`config.mk`:
```
export PLATFORM = sky130hd
export DESIGN_NAME = message_deframer_crc32_check_top_flat
export DESIGN_NICKNAME = d
export VERILOG_FILES = /design/src/sv/dfc_pkg.sv /design/src/sv/dfc_if.sv /design/src/sv/message_deframer_crc32_check_top.sv /design/src/sv/dfc_front.sv /design/src/sv/dfc_queue.sv /design/src/sv/dfc_back.sv /design/src/flat_wrapper.sv
export SDC_FILE = /design/constraint.sdc
export NUM_CORES = 2
export LEC_CHECK = 0
export BUFFER_PORTS_ARGS = -buffer_cell sky130_fd_sc_hd__buf_2
export CORE_MARGIN = 2
export CORE_UTILIZATION = 45
export DETAILED_ROUTE_END_ITERATION = 8
export GPL_TIMING_DRIVEN = 0
export PLACE_DENSITY_LB_ADDON = 0.25
export SLEW_MARGIN = 20
export SYNTH_ARGS = -nofsm -noshare
export SYNTH_HDL_FRONTEND = slang
export SYNTH_SLANG_ARGS = --single-unit
export TNS_END_PERCENT = 30
```
`constraint.sdc`:
```
create_clock -name clk -period 18.8 [get_ports clk]
set_input_delay 1.88 -clock clk [delete_from_list [all_inputs] [get_ports clk]]
set_output_delay 1.88 -clock clk [all_outputs]
set_load 0.005 [all_outputs]
```
`src/sv/dfc_pkg.sv`:
```
// Shared types, codes and CRC helper for the message deframer with CRC-32 check.
package dfc_pkg;

    localparam logic [31:0] CRC_POLY = 32'hEDB8_8320;
    localparam logic [31:0] CRC_ONES = 32'hFFFF_FFFF;

    localparam logic [3:0] PH_OFFSET    = 4'd0;
    localparam logic [3:0] PH_TIMESTAMP = 4'd1;
    localparam logic [3:0] PH_PARTITION = 4'd2;
    localparam logic [3:0] PH_CHECKSUM  = 4'd3;
    localparam logic [3:0] PH_PRIORITY  = 4'd4;
    localparam logic [3:0] PH_CODEC     = 4'd5;
    localparam logic [3:0] PH_KEYLEN    = 4'd6;
    localparam logic [3:0] PH_KEY       = 4'd7;
    localparam logic [3:0] PH_VALLEN    = 4'd8;
    localparam logic [3:0] PH_VALUE     = 4'd9;
    localparam logic [3:0] PH_DONE      = 4'd10;

    localparam logic [1:0] KIND_KEY     = 2'd0;
    localparam logic [1:0] KIND_VALUE   = 2'd1;
    localparam logic [1:0] KIND_SUMMARY = 2'd2;

    localparam int QUEUE_DEPTH = 4;
    localparam int QUEUE_AW    = $clog2(QUEUE_DEPTH);

    typedef struct packed {
        logic [63:0] offset;
        logic [63:0] timestamp;
        logic [31:0] partition;
        logic [31:0] checksum;
        logic [7:0]  priority_b;
        logic [7:0]  codec;
        logic [31:0] key_len;
        logic [31:0] value_len;
        logic        valid;
        logic        crc_match;
    } summary_t;

    typedef struct packed {
        logic       has_data;
        logic       is_value;
        logic [7:0] data_byte;
        logic       has_sum;
        summary_t   sum;
    } entry_t;

    typedef struct packed {
        logic   valid;
        entry_t entry;
    } qlink_t;

    function automatic logic [31:0] crc32_byte(input logic [31:0] crc, input logic [7:0] b);
        logic [31:0] c;
        c = crc ^ {24'd0, b};
        for (int i = 0; i < 8; i++)
        begin
            c = c[0] ? ((c >> 1) ^ CRC_POLY) : (c >> 1);
        end
        return c;
    endfunction

    function automatic logic [3:0] head_width(input logic [3:0] ph);
        logic [3:0] w;
        case (ph)
            PH_OFFSET:    w = 4'd8;
            PH_TIMESTAMP: w = 4'd8;
            PH_PARTITION: w = 4'd4;
            PH_CHECKSUM:  w = 4'd4;
            PH_PRIORITY:  w = 4'd1;
            PH_CODEC:     w = 4'd1;
            PH_KEYLEN:    w = 4'd4;
            PH_VALLEN:    w = 4'd4;
            default:      w = 4'd0;
        endcase
        return w;
    endfunction

endpackage

```
`src/sv/dfc_if.sv`:
```
// Valid/ready channel interfaces for the deframer input bytes and result beats.
interface dfc_in_if;
    logic       valid;
    logic       ready;
    logic [7:0] in_byte;
    logic       end_of_buffer;

    modport source (output valid, output in_byte, output end_of_buffer, input ready);
    modport sink (input valid, input in_byte, input end_of_buffer, output ready);
endinterface

interface dfc_out_if;
    logic        valid;
    logic        ready;
    logic [1:0]  kind;
    logic [7:0]  payload_byte;
    logic [63:0] msg_offset;
    logic [63:0] msg_timestamp;
    logic [31:0] msg_partition;
    logic [31:0] stored_crc;
    logic [7:0]  msg_priority;
    logic [7:0]  msg_codec;
    logic [31:0] key_length;
    logic [31:0] value_length;
    logic        msg_valid;
    logic        crc_match;

    modport source (output valid, output kind, output payload_byte, output msg_offset,
                    output msg_timestamp, output msg_partition, output stored_crc,
                    output msg_priority, output msg_codec, output key_length,
                    output value_length, output msg_valid, output crc_match,
                    input ready);
    modport sink (input valid, input kind, input payload_byte, input msg_offset,
                  input msg_timestamp, input msg_partition, input stored_crc,
                  input msg_priority, input msg_codec, input key_length,
                  input value_length, input msg_valid, input crc_match,
                  output ready);
endinterface

```
`src/sv/message_deframer_crc32_check_top.sv`:
```
// Top level of the message deframer with CRC-32 check.
//
//   channel  dir  beat                          payload
//   rx       in   one message byte              in_byte, end_of_buffer
//   tx       out  key byte, value byte, summary kind, payload_byte, header fields, flags
//
// One byte is taken per cycle while the queue is not full; the CRC byte update and
// field shift finish in that cycle. Each byte yields zero, one or two tx beats;
// a marked last byte that carries a key or value byte needs two tx beats, so the
// four-entry queue absorbs the burst. A result beat passes through the queue and then
// the back holding register before it is offered on tx.
// rx stalls only when the queue is full; tx stalls hold the current beat.
// Reset returns the parser to the offset field with the CRC at all ones.
module message_deframer_crc32_check_top
    import dfc_pkg::*;
(
    input  logic      clk,
    input  logic      rst_n,
    dfc_in_if.sink    rx,
    dfc_out_if.source tx
);

    qlink_t push;
    qlink_t pop;
    logic   queue_full;
    logic   pop_ready;

    dfc_front u_front (
        .clk        (clk),
        .rst_n      (rst_n),
        .rx         (rx),
        .queue_full (queue_full),
        .push       (push)
    );

    dfc_queue u_queue (
        .clk       (clk),
        .rst_n     (rst_n),
        .push      (push),
        .full      (queue_full),
        .pop       (pop),
        .pop_ready (pop_ready)
    );

    dfc_back u_back (
        .clk       (clk),
        .rst_n     (rst_n),
        .pop       (pop),
        .pop_ready (pop_ready),
        .tx        (tx)
    );

endmodule

```
`src/sv/dfc_front.sv`:
```
// Front parser: accepts message bytes, tracks fields and CRC, queues result entries.
module dfc_front
    import dfc_pkg::*;
(
    input  logic       clk,
    input  logic       rst_n,
    dfc_in_if.sink     rx,
    input  logic       queue_full,
    output qlink_t     push
);

    logic [3:0]  phase_reg,     phase_next;
    logic [31:0] count_reg,     count_next;
    logic [63:0] shift_reg,     shift_next;
    logic [31:0] crc_reg,       crc_next;
    logic [63:0] offset_reg,    offset_next;
    logic [63:0] timestamp_reg, timestamp_next;
    logic [31:0] partition_reg, partition_next;
    logic [31:0] checksum_reg,  checksum_next;
    logic [7:0]  priority_reg,  priority_next;
    logic [7:0]  codec_reg,     codec_next;
    logic [31:0] key_len_reg,   key_len_next;
    logic [31:0] value_len_reg, value_len_next;

    logic        accept;
    logic        is_head;
    logic        is_body;
    logic        crc_phase;
    logic [31:0] count_inc;
    logic [63:0] shift_in;
    logic [31:0] body_len;
    summary_t    sum;

    assign rx.ready = !queue_full;
    assign accept   = rx.valid && rx.ready;

    assign is_head   = (phase_reg <= PH_VALLEN) && (phase_reg != PH_KEY);
    assign is_body   = (phase_reg == PH_KEY) || (phase_reg == PH_VALUE);
    assign crc_phase = (phase_reg == PH_OFFSET) || (phase_reg == PH_TIMESTAMP)
                    || (phase_reg == PH_PRIORITY) || (phase_reg == PH_CODEC);
    assign count_inc = count_reg + 32'd1;
    assign shift_in  = shift_reg | ({56'd0, rx.in_byte} << {count_reg[2:0], 3'b000});
    assign body_len  = (phase_reg == PH_KEY) ? key_len_reg : value_len_reg;

    always_comb
    begin
        phase_next     = phase_reg;
        count_next     = count_reg;
        shift_next     = shift_reg;
        crc_next       = crc_reg;
        offset_next    = offset_reg;
        timestamp_next = timestamp_reg;
        partition_next = partition_reg;
        checksum_next  = checksum_reg;
        priority_next  = priority_reg;
        codec_next     = codec_reg;
        key_len_next   = key_len_reg;
        value_len_next = value_len_reg;

        if (accept && is_head)
        begin
            if (crc_phase)
            begin
                crc_next = crc32_byte(crc_reg, rx.in_byte);
            end
            if (count_inc == {28'd0, head_width(phase_reg)})
            begin
                phase_next = phase_reg + 4'd1;
                count_next = 32'd0;
                shift_next = 64'd0;
                case (phase_reg)
                    PH_OFFSET:    offset_next    = shift_in;
                    PH_TIMESTAMP: timestamp_next = shift_in;
                    PH_PARTITION: partition_next = shift_in[31:0];
                    PH_CHECKSUM:  checksum_next  = shift_in[31:0];
                    PH_PRIORITY:  priority_next  = shift_in[7:0];
                    PH_CODEC:     codec_next     = shift_in[7:0];
                    PH_KEYLEN:
                    begin
                        key_len_next = shift_in[31:0];
                        phase_next   = (shift_in[31:0] != 32'd0) ? PH_KEY : PH_VALLEN;
                    end
                    default:
                    begin
                        value_len_next = shift_in[31:0];
                        phase_next     = (shift_in[31:0] != 32'd0) ? PH_VALUE : PH_DONE;
                    end
                endcase
            end
            else
            begin
                count_next = count_inc;
                shift_next = shift_in;
            end
        end
        else if (accept && is_body)
        begin
            crc_next = crc32_byte(crc_reg, rx.in_byte);
            if (count_inc == body_len)
            begin
                phase_next = (phase_reg == PH_KEY) ? PH_VALLEN : PH_DONE;
                count_next = 32'd0;
                shift_next = 64'd0;
            end
            else
            begin
                count_next = count_inc;
            end
        end

        sum.offset     = offset_next;
        sum.timestamp  = timestamp_next;
        sum.partition  = partition_next;
        sum.checksum   = checksum_next;
        sum.priority_b = priority_next;
        sum.codec      = codec_next;
        sum.key_len    = key_len_next;
        sum.value_len  = value_len_next;
        sum.valid      = (phase_next == PH_DONE);
        sum.crc_match  = (phase_next == PH_DONE) && ((crc_next ^ CRC_ONES) == checksum_next);

        // restart for the next message after the marked last byte
        if (accept && rx.end_of_buffer)
        begin
            phase_next     = PH_OFFSET;
            count_next     = 32'd0;
            shift_next     = 64'd0;
            crc_next       = CRC_ONES;
            offset_next    = 64'd0;
            timestamp_next = 64'd0;
            partition_next = 32'd0;
            checksum_next  = 32'd0;
            priority_next  = 8'd0;
            codec_next     = 8'd0;
            key_len_next   = 32'd0;
            value_len_next = 32'd0;
        end
    end

    always_comb
    begin
        push.valid           = accept && (is_body || rx.end_of_buffer);
        push.entry.has_data  = is_body;
        push.entry.is_value  = (phase_reg == PH_VALUE);
        push.entry.data_byte = rx.in_byte;
        push.entry.has_sum   = rx.end_of_buffer;
        push.entry.sum       = sum;
    end

    always_ff @(posedge clk or negedge rst_n)
    begin
        if (!rst_n)
        begin
            phase_reg     <= PH_OFFSET;
            count_reg     <= 32'd0;
            shift_reg     <= 64'd0;
            crc_reg       <= CRC_ONES;
            offset_reg    <= 64'd0;
            timestamp_reg <= 64'd0;
            partition_reg <= 32'd0;
            checksum_reg  <= 32'd0;
            priority_reg  <= 8'd0;
            codec_reg     <= 8'd0;
            key_len_reg   <= 32'd0;
            value_len_reg <= 32'd0;
        end
        else
        begin
            phase_reg     <= phase_next;
            count_reg     <= count_next;
            shift_reg     <= shift_next;
            crc_reg       <= crc_next;
            offset_reg    <= offset_next;
            timestamp_reg <= timestamp_next;
            partition_reg <= partition_next;
            checksum_reg  <= checksum_next;
            priority_reg  <= priority_next;
            codec_reg     <= codec_next;
            key_len_reg   <= key_len_next;
            value_len_reg <= value_len_next;
        end
    end

endmodule

```
`src/sv/dfc_queue.sv`:
```
// Short entry queue between the front parser and the back beat sequencer.
module dfc_queue
    import dfc_pkg::*;
(
    input  logic   clk,
    input  logic   rst_n,
    input  qlink_t push,
    output logic   full,
    output qlink_t pop,
    input  logic   pop_ready
);

    entry_t mem [QUEUE_DEPTH];

    logic [QUEUE_AW-1:0] wr_ptr_reg, wr_ptr_next;
    logic [QUEUE_AW-1:0] rd_ptr_reg, rd_ptr_next;
    logic [QUEUE_AW:0]   fill_reg,   fill_next;
    logic                do_push;
    logic                do_pop;

    assign full      = (fill_reg == (QUEUE_AW+1)'(QUEUE_DEPTH));
    assign do_push   = push.valid && !full;
    assign do_pop    = pop.valid && pop_ready;
    assign pop.valid = (fill_reg != '0);
    assign pop.entry = mem[rd_ptr_reg];

    always_comb
    begin
        wr_ptr_next = do_push ? wr_ptr_reg + QUEUE_AW'(1) : wr_ptr_reg;
        rd_ptr_next = do_pop ? rd_ptr_reg + QUEUE_AW'(1) : rd_ptr_reg;
        fill_next   = fill_reg + (QUEUE_AW+1)'(do_push) - (QUEUE_AW+1)'(do_pop);
    end

    always_ff @(posedge clk)
    begin
        if (do_push)
        begin
            mem[wr_ptr_reg] <= push.entry;
        end
    end

    always_ff @(posedge clk or negedge rst_n)
    begin
        if (!rst_n)
        begin
            wr_ptr_reg <= '0;
            rd_ptr_reg <= '0;
            fill_reg   <= '0;
        end
        else
        begin
            wr_ptr_reg <= wr_ptr_next;
            rd_ptr_reg <= rd_ptr_next;
            fill_reg   <= fill_next;
        end
    end

endmodule

```
`src/sv/dfc_back.sv`:
```
// Back sequencer: holds one queued entry and sends its data and summary beats.
module dfc_back
    import dfc_pkg::*;
(
    input  logic   clk,
    input  logic   rst_n,
    input  qlink_t pop,
    output logic   pop_ready,
    dfc_out_if.source tx
);

    entry_t cur_reg;
    logic   cur_valid_reg, cur_valid_next;
    logic   sent_reg,      sent_next;
    logic   emit_data;
    logic   beat_done;
    logic   finish;

    assign emit_data = cur_reg.has_data && !sent_reg;
    assign beat_done = tx.valid && tx.ready;
    assign finish    = beat_done && !(emit_data && cur_reg.has_sum);
    assign pop_ready = !cur_valid_reg || finish;

    always_comb
    begin
        cur_valid_next = cur_valid_reg;
        sent_next      = sent_reg;
        if (pop_ready)
        begin
            cur_valid_next = pop.valid;
            sent_next      = 1'b0;
        end
        else if (beat_done)
        begin
            sent_next = 1'b1;
        end
    end

    always_comb
    begin
        tx.valid = cur_valid_reg;
        if (emit_data)
        begin
            tx.kind          = cur_reg.is_value ? KIND_VALUE : KIND_KEY;
            tx.payload_byte  = cur_reg.data_byte;
            tx.msg_offset    = 64'd0;
            tx.msg_timestamp = 64'd0;
            tx.msg_partition = 32'd0;
            tx.stored_crc    = 32'd0;
            tx.msg_priority  = 8'd0;
            tx.msg_codec     = 8'd0;
            tx.key_length    = 32'd0;
            tx.value_length  = 32'd0;
            tx.msg_valid     = 1'b0;
            tx.crc_match     = 1'b0;
        end
        else
        begin
            tx.kind          = KIND_SUMMARY;
            tx.payload_byte  = 8'd0;
            tx.msg_offset    = cur_reg.sum.offset;
            tx.msg_timestamp = cur_reg.sum.timestamp;
            tx.msg_partition = cur_reg.sum.partition;
            tx.stored_crc    = cur_reg.sum.checksum;
            tx.msg_priority  = cur_reg.sum.priority_b;
            tx.msg_codec     = cur_reg.sum.codec;
            tx.key_length    = cur_reg.sum.key_len;
            tx.value_length  = cur_reg.sum.value_len;
            tx.msg_valid     = cur_reg.sum.valid;
            tx.crc_match     = cur_reg.sum.crc_match;
        end
    end

    always_ff @(posedge clk)
    begin
        if (pop_ready && pop.valid)
        begin
            cur_reg <= pop.entry;
        end
    end

    always_ff @(posedge clk or negedge rst_n)
    begin
        if (!rst_n)
        begin
            cur_valid_reg <= 1'b0;
            sent_reg      <= 1'b0;
        end
        else
        begin
            cur_valid_reg <= cur_valid_next;
            sent_reg      <= sent_next;
        end
    end

endmodule

```
`src/flat_wrapper.sv`:
```
// flat-port wrapper written by rule: the top's interface ports become plain ports
module message_deframer_crc32_check_top_flat import dfc_pkg::*;
  (clk, rst_n, rx_valid, rx_in_byte, rx_end_of_buffer, rx_ready, tx_valid, tx_kind, tx_payload_byte, tx_msg_offset, tx_msg_timestamp, tx_msg_partition, tx_stored_crc, tx_msg_priority, tx_msg_codec, tx_key_length, tx_value_length, tx_msg_valid, tx_crc_match, tx_ready);
  dfc_in_if rx_i ();
  dfc_out_if tx_i ();
  input  logic clk;
  input  logic rst_n;
  input wire logic [$bits(rx_i.valid)-1:0] rx_valid;
  input wire logic [$bits(rx_i.in_byte)-1:0] rx_in_byte;
  input wire logic [$bits(rx_i.end_of_buffer)-1:0] rx_end_of_buffer;
  output wire logic [$bits(rx_i.ready)-1:0] rx_ready;
  output wire logic [$bits(tx_i.valid)-1:0] tx_valid;
  output wire logic [$bits(tx_i.kind)-1:0] tx_kind;
  output wire logic [$bits(tx_i.payload_byte)-1:0] tx_payload_byte;
  output wire logic [$bits(tx_i.msg_offset)-1:0] tx_msg_offset;
  output wire logic [$bits(tx_i.msg_timestamp)-1:0] tx_msg_timestamp;
  output wire logic [$bits(tx_i.msg_partition)-1:0] tx_msg_partition;
  output wire logic [$bits(tx_i.stored_crc)-1:0] tx_stored_crc;
  output wire logic [$bits(tx_i.msg_priority)-1:0] tx_msg_priority;
  output wire logic [$bits(tx_i.msg_codec)-1:0] tx_msg_codec;
  output wire logic [$bits(tx_i.key_length)-1:0] tx_key_length;
  output wire logic [$bits(tx_i.value_length)-1:0] tx_value_length;
  output wire logic [$bits(tx_i.msg_valid)-1:0] tx_msg_valid;
  output wire logic [$bits(tx_i.crc_match)-1:0] tx_crc_match;
  input wire logic [$bits(tx_i.ready)-1:0] tx_ready;
  assign rx_i.valid = rx_valid;
  assign rx_i.in_byte = rx_in_byte;
  assign rx_i.end_of_buffer = rx_end_of_buffer;
  assign rx_ready = rx_i.ready;
  assign tx_valid = tx_i.valid;
  assign tx_kind = tx_i.kind;
  assign tx_payload_byte = tx_i.payload_byte;
  assign tx_msg_offset = tx_i.msg_offset;
  assign tx_msg_timestamp = tx_i.msg_timestamp;
  assign tx_msg_partition = tx_i.msg_partition;
  assign tx_stored_crc = tx_i.stored_crc;
  assign tx_msg_priority = tx_i.msg_priority;
  assign tx_msg_codec = tx_i.msg_codec;
  assign tx_key_length = tx_i.key_length;
  assign tx_value_length = tx_i.value_length;
  assign tx_msg_valid = tx_i.msg_valid;
  assign tx_crc_match = tx_i.crc_match;
  assign tx_i.ready = tx_ready;
  message_deframer_crc32_check_top u_core (.clk(clk), .rst_n(rst_n), .rx(rx_i), .tx(tx_i));
endmodule
```
==> summary.txt <==
Status
  – Status: finished clean

Logic synthesis
  – Post-Syn Area: 72900 sq um
  – Sequential share of the synthesized area: 73.0%
  – Compound-Gate Fraction of Synth Area: 4.29%
  – Synth Net Count: 4540
  – Combinational family with the most area after synthesis: multiplexers
  – Top-count cell post-synth: edfxtp_1
  – Post-synthesis xor/xnor area fraction: 1.89%
  – Synthesis Warnings: 0
  – Post-synth EDFFs: 1425
  – Multiplexer share of the synthesized area: 9.82%
  – Yosys top cell area share: 58.7%
  – Main synth FF type: edfxtp_1
  – Leading post-synthesis cells by cell area: edfxtp_1 59%, dfrtp_1 13%, mux4_2 8.8%
  – Netlist cell types: 76
  – Synthesized area per cell: 16.1 sq um
  – Register bit total from synthesis: 1838
  – Synth Instances: 4515
  – Yosys top cell by area: edfxtp_1
  – Post-synthesis adder-cell area fraction: 0.216%
  – Post-synthesis async set-or-reset flop share: 22.5%
  – Post-synthesis simple-gate area fraction: 8.97%
  – Synth top cells by count: 1425 x edfxtp_1, 497 x and2_1, 381 x dfrtp_1

Detailed routing
  – Met3 wire length: 15.8 mm
  – WL final: 198 mm
  – Iter 0 DRT Violations: 4480
  – Routed vias/inst: 5.58
  – Drt pass-1 iters: 7
  – DR WL met2: 92.8 mm
  – Via Count: 41500
  – ANT nets after route: 0
  – DRT met1 WL: 83.8 mm
  – DRC violations left: 0
  – Wirelength per Cell: 26.7 um
  – Max layer used: met5

Power
  – Overall Power: 13.7 mW
  – NetSw: 4.49 mW
  – Sw frac: 32.8%
  – Clk network pwr share: 27.0%
  – Pwr/cell area: 159 nW/um^2
  – P_int: 9.19 mW
  – Maximum VDD drop: 0.0999 mV
  – Pleak: 32.4 nW
  – Logic pwr share: 32.2%
  – Flop pwr share: 40.8%

Timing
  – Final slew viol count: 0
  – Hold Vio Cnt, Final: 0
  – Worst-Margin Slew: 1160 ps
  – Total Neg Setup Slack: 0 ps
  – RSZ-0062 raised after global routing: false
  – Final Setup Violations: 0
  – Max frequency: 157 MHz
  – Final min period: 6360 ps
  – Tcrit/Tclk final: 33.8%
  – Worst clock skew: 70.6 ps
  – Worst slew margin: 22.7%

Floorplanning
  – I/O Pins: 299
  – Rows: 147
  – DIE WIDTH: 406 um
  – Starting Density: 45.3%
  – CORE AREA: 161000 sq um
  – DIE HEIGHT: 406 um
  – Die area: 165000 sq um

Clock tree
  – Clk Latency, worst-skew pair: 850 ps
  – Resized cells post-CTS: 0
  – Post-CTS Repair Setup Buffers: 0
  – CTS root buffer: clkbuf_16
  – CTS Hold Bufs: 0
  – Clk buf depth: 3
  – # clock sinks: 1838
  – Htree depth: 4
  – Num CTS Buffers: 186
  – Clock Pin Slew Worst Setup and Hold Paths: 60 ps
  – CTS tree: built

Placement
  – DP Area: 79700 sq um
  – GPL Wtd Cong: 0.918
  – Port Buffer Count: 298
  – Placed cell count: 7072
  – DP Wirelength: 138 mm

Final layout
  – Max FFs per register: 1140
  – Nets: 5125
  – Design area: 85900 sq um
  – Finished Layout Cells: 7432
  – Area growth from synthesis to layout: 17.8%
  – Layout cells sized above 1: 21.3%

Setup path
  – Crit-path slowest cell: nor4_1
  – Critical Path End Type: flop
  – Worst Path Required: 19280 ps
  – Setup CP Type: reg -> reg
  – CP cell instances: ha_1 -> buf_2 -> nand3_1 -> nor3_1 -> and3_1 -> a31oi_1 -> nor4_1 -> nand4_1 -> nor2_2 -> nand3_1 -> clkbuf_1 -> o21ai_0
  – Crit path DAT: 6830 ps
  – Worst path max stage delay: 810 ps
  – Crit path top cell by count: nand3_1
  – CP Launch Type: flop
  – CP max FO: 10
  – Cell family with most CP delay: simple AND/OR/NAND/NOR gates
  – Crit path buf inv count: 2

Job
  – Max_cap viols: 0

GRT
  – First-pass GRT wire length: 286 mm
  – Initial antenna violation count: 20
  – GRT Residual Overflow: 0
  – Total global-route track usage: 24.1%
  – Pin count of the biggest net entering global routing: 97
  – Vias in the first global route: 40800

Min path
  – HP Class: reg -> reg
==> power by group through the flow <==
stage | Combinational (mW) | Clock (mW) | Sequential [mW]
after floorplan | 2.36 | 0 | 5.85
after global placement | 4.04 | 0 | 6.18
after detailed placement | 4.42 | 0 | 5.66
after CTS | 4.44 | 3.75 | 5.58
after global routing | 4.70 | 3.91 | 5.63
final | 4.41 | 3.69 | 5.58
==> path summary, 6_finish.rpt <==
kind,from,end,slack [ps],cells after the start
min in group asynchronous,rst_n,u_core.u_front.timestamp_reg[17],1010,1
max in group asynchronous,rst_n,u_core.u_front.crc_reg[24],16370,3
worst min-delay path,u_core.u_front.shift_reg[19],u_core.u_front.shift_reg[19],490,2
worst min register to register,u_core.u_front.shift_reg[19],u_core.u_front.shift_reg[19],490,2
worst max register to register,u_core.u_front.count_reg[0],u_core.u_queue.mem[0][31],12440,12
worst max-delay path,u_core.u_front.count_reg[0],u_core.u_queue.mem[0][31],12440,12
==> kinds of logic after synthesis <==
family | Yosys count
muxes | 358
adders and majority gates | 12
buffers and inverters | 329
and+or+nand+nor | 1262
AOI/OAI and AO/OA | 563
DFF | 1838
xor gates and xnor gates | 153
==> final cells by class <==
type	count	area, sq um
clock inverter	91	976
multi-input combinational	2348	18600
inverter	63	236
sequential	1838	53200
fill	13100	74900
buffer	266	1130
antenna	7	17.5
clock buffer	262	5200
timing repair buffer	397	3850
tap	2160	2700
==> cells in the final DEF (no fill, tap or decap), drive strengths merged, types with 32 or more instances in the layout <==
| cell | synthesis | routed |
|---|---|---|
| dfstp | 32 | 32 |
| nor3 | 38 | 38 |
| clkbuf | 167 | 436 |
| nand4 | 35 | 35 |
| mux2i | 71 | 71 |
| a21oi | 339 | 339 |
| dfrtp | 381 | 381 |
| clkinv | 0 | 69 |
| inv | 63 | 69 |
| o21ai | 122 | 122 |
| mux4 | 285 | 285 |
| and2 | 497 | 497 |
| nand2 | 299 | 299 |
| buf | 99 | 489 |
| xor2 | 36 | 36 |
| edfxtp | 1425 | 1425 |
| nor2 | 267 | 267 |
| xnor2 | 116 | 116 |
==> routing by layer <==
| layer | vias to the layer above | global-route usage [%] |
|---|---|---|
| li1 | 18000 | - |
| met3 | 307 | 5.07 |
| met5 | - | 0 |
| met2 | 1602 | 37.3 |
| met1 | 21600 | 34.4 |
| met4 | 6 | 7.56 |
==> worst min-delay path, stage by stage, from the launching register on <==
cell,delay (ps)
dfrtp_1,340
nand2_1,50
o21ai_0,60
==> metrics by stage <==
step / utilization (%) / setup WS (ps) / hold WS, ps
after floorplan: - / 89.3 / 451
after global placement: 47.9 / -9650 / 461
after detailed placement: 49.6 / 12320 / 472
after CTS: 53.4 / 12570 / 486
after global routing: 53.4 / 12270 / 511
final: 53.4 / 12440 / 487
No activity file was read; power rests on OpenSTA's default activity.
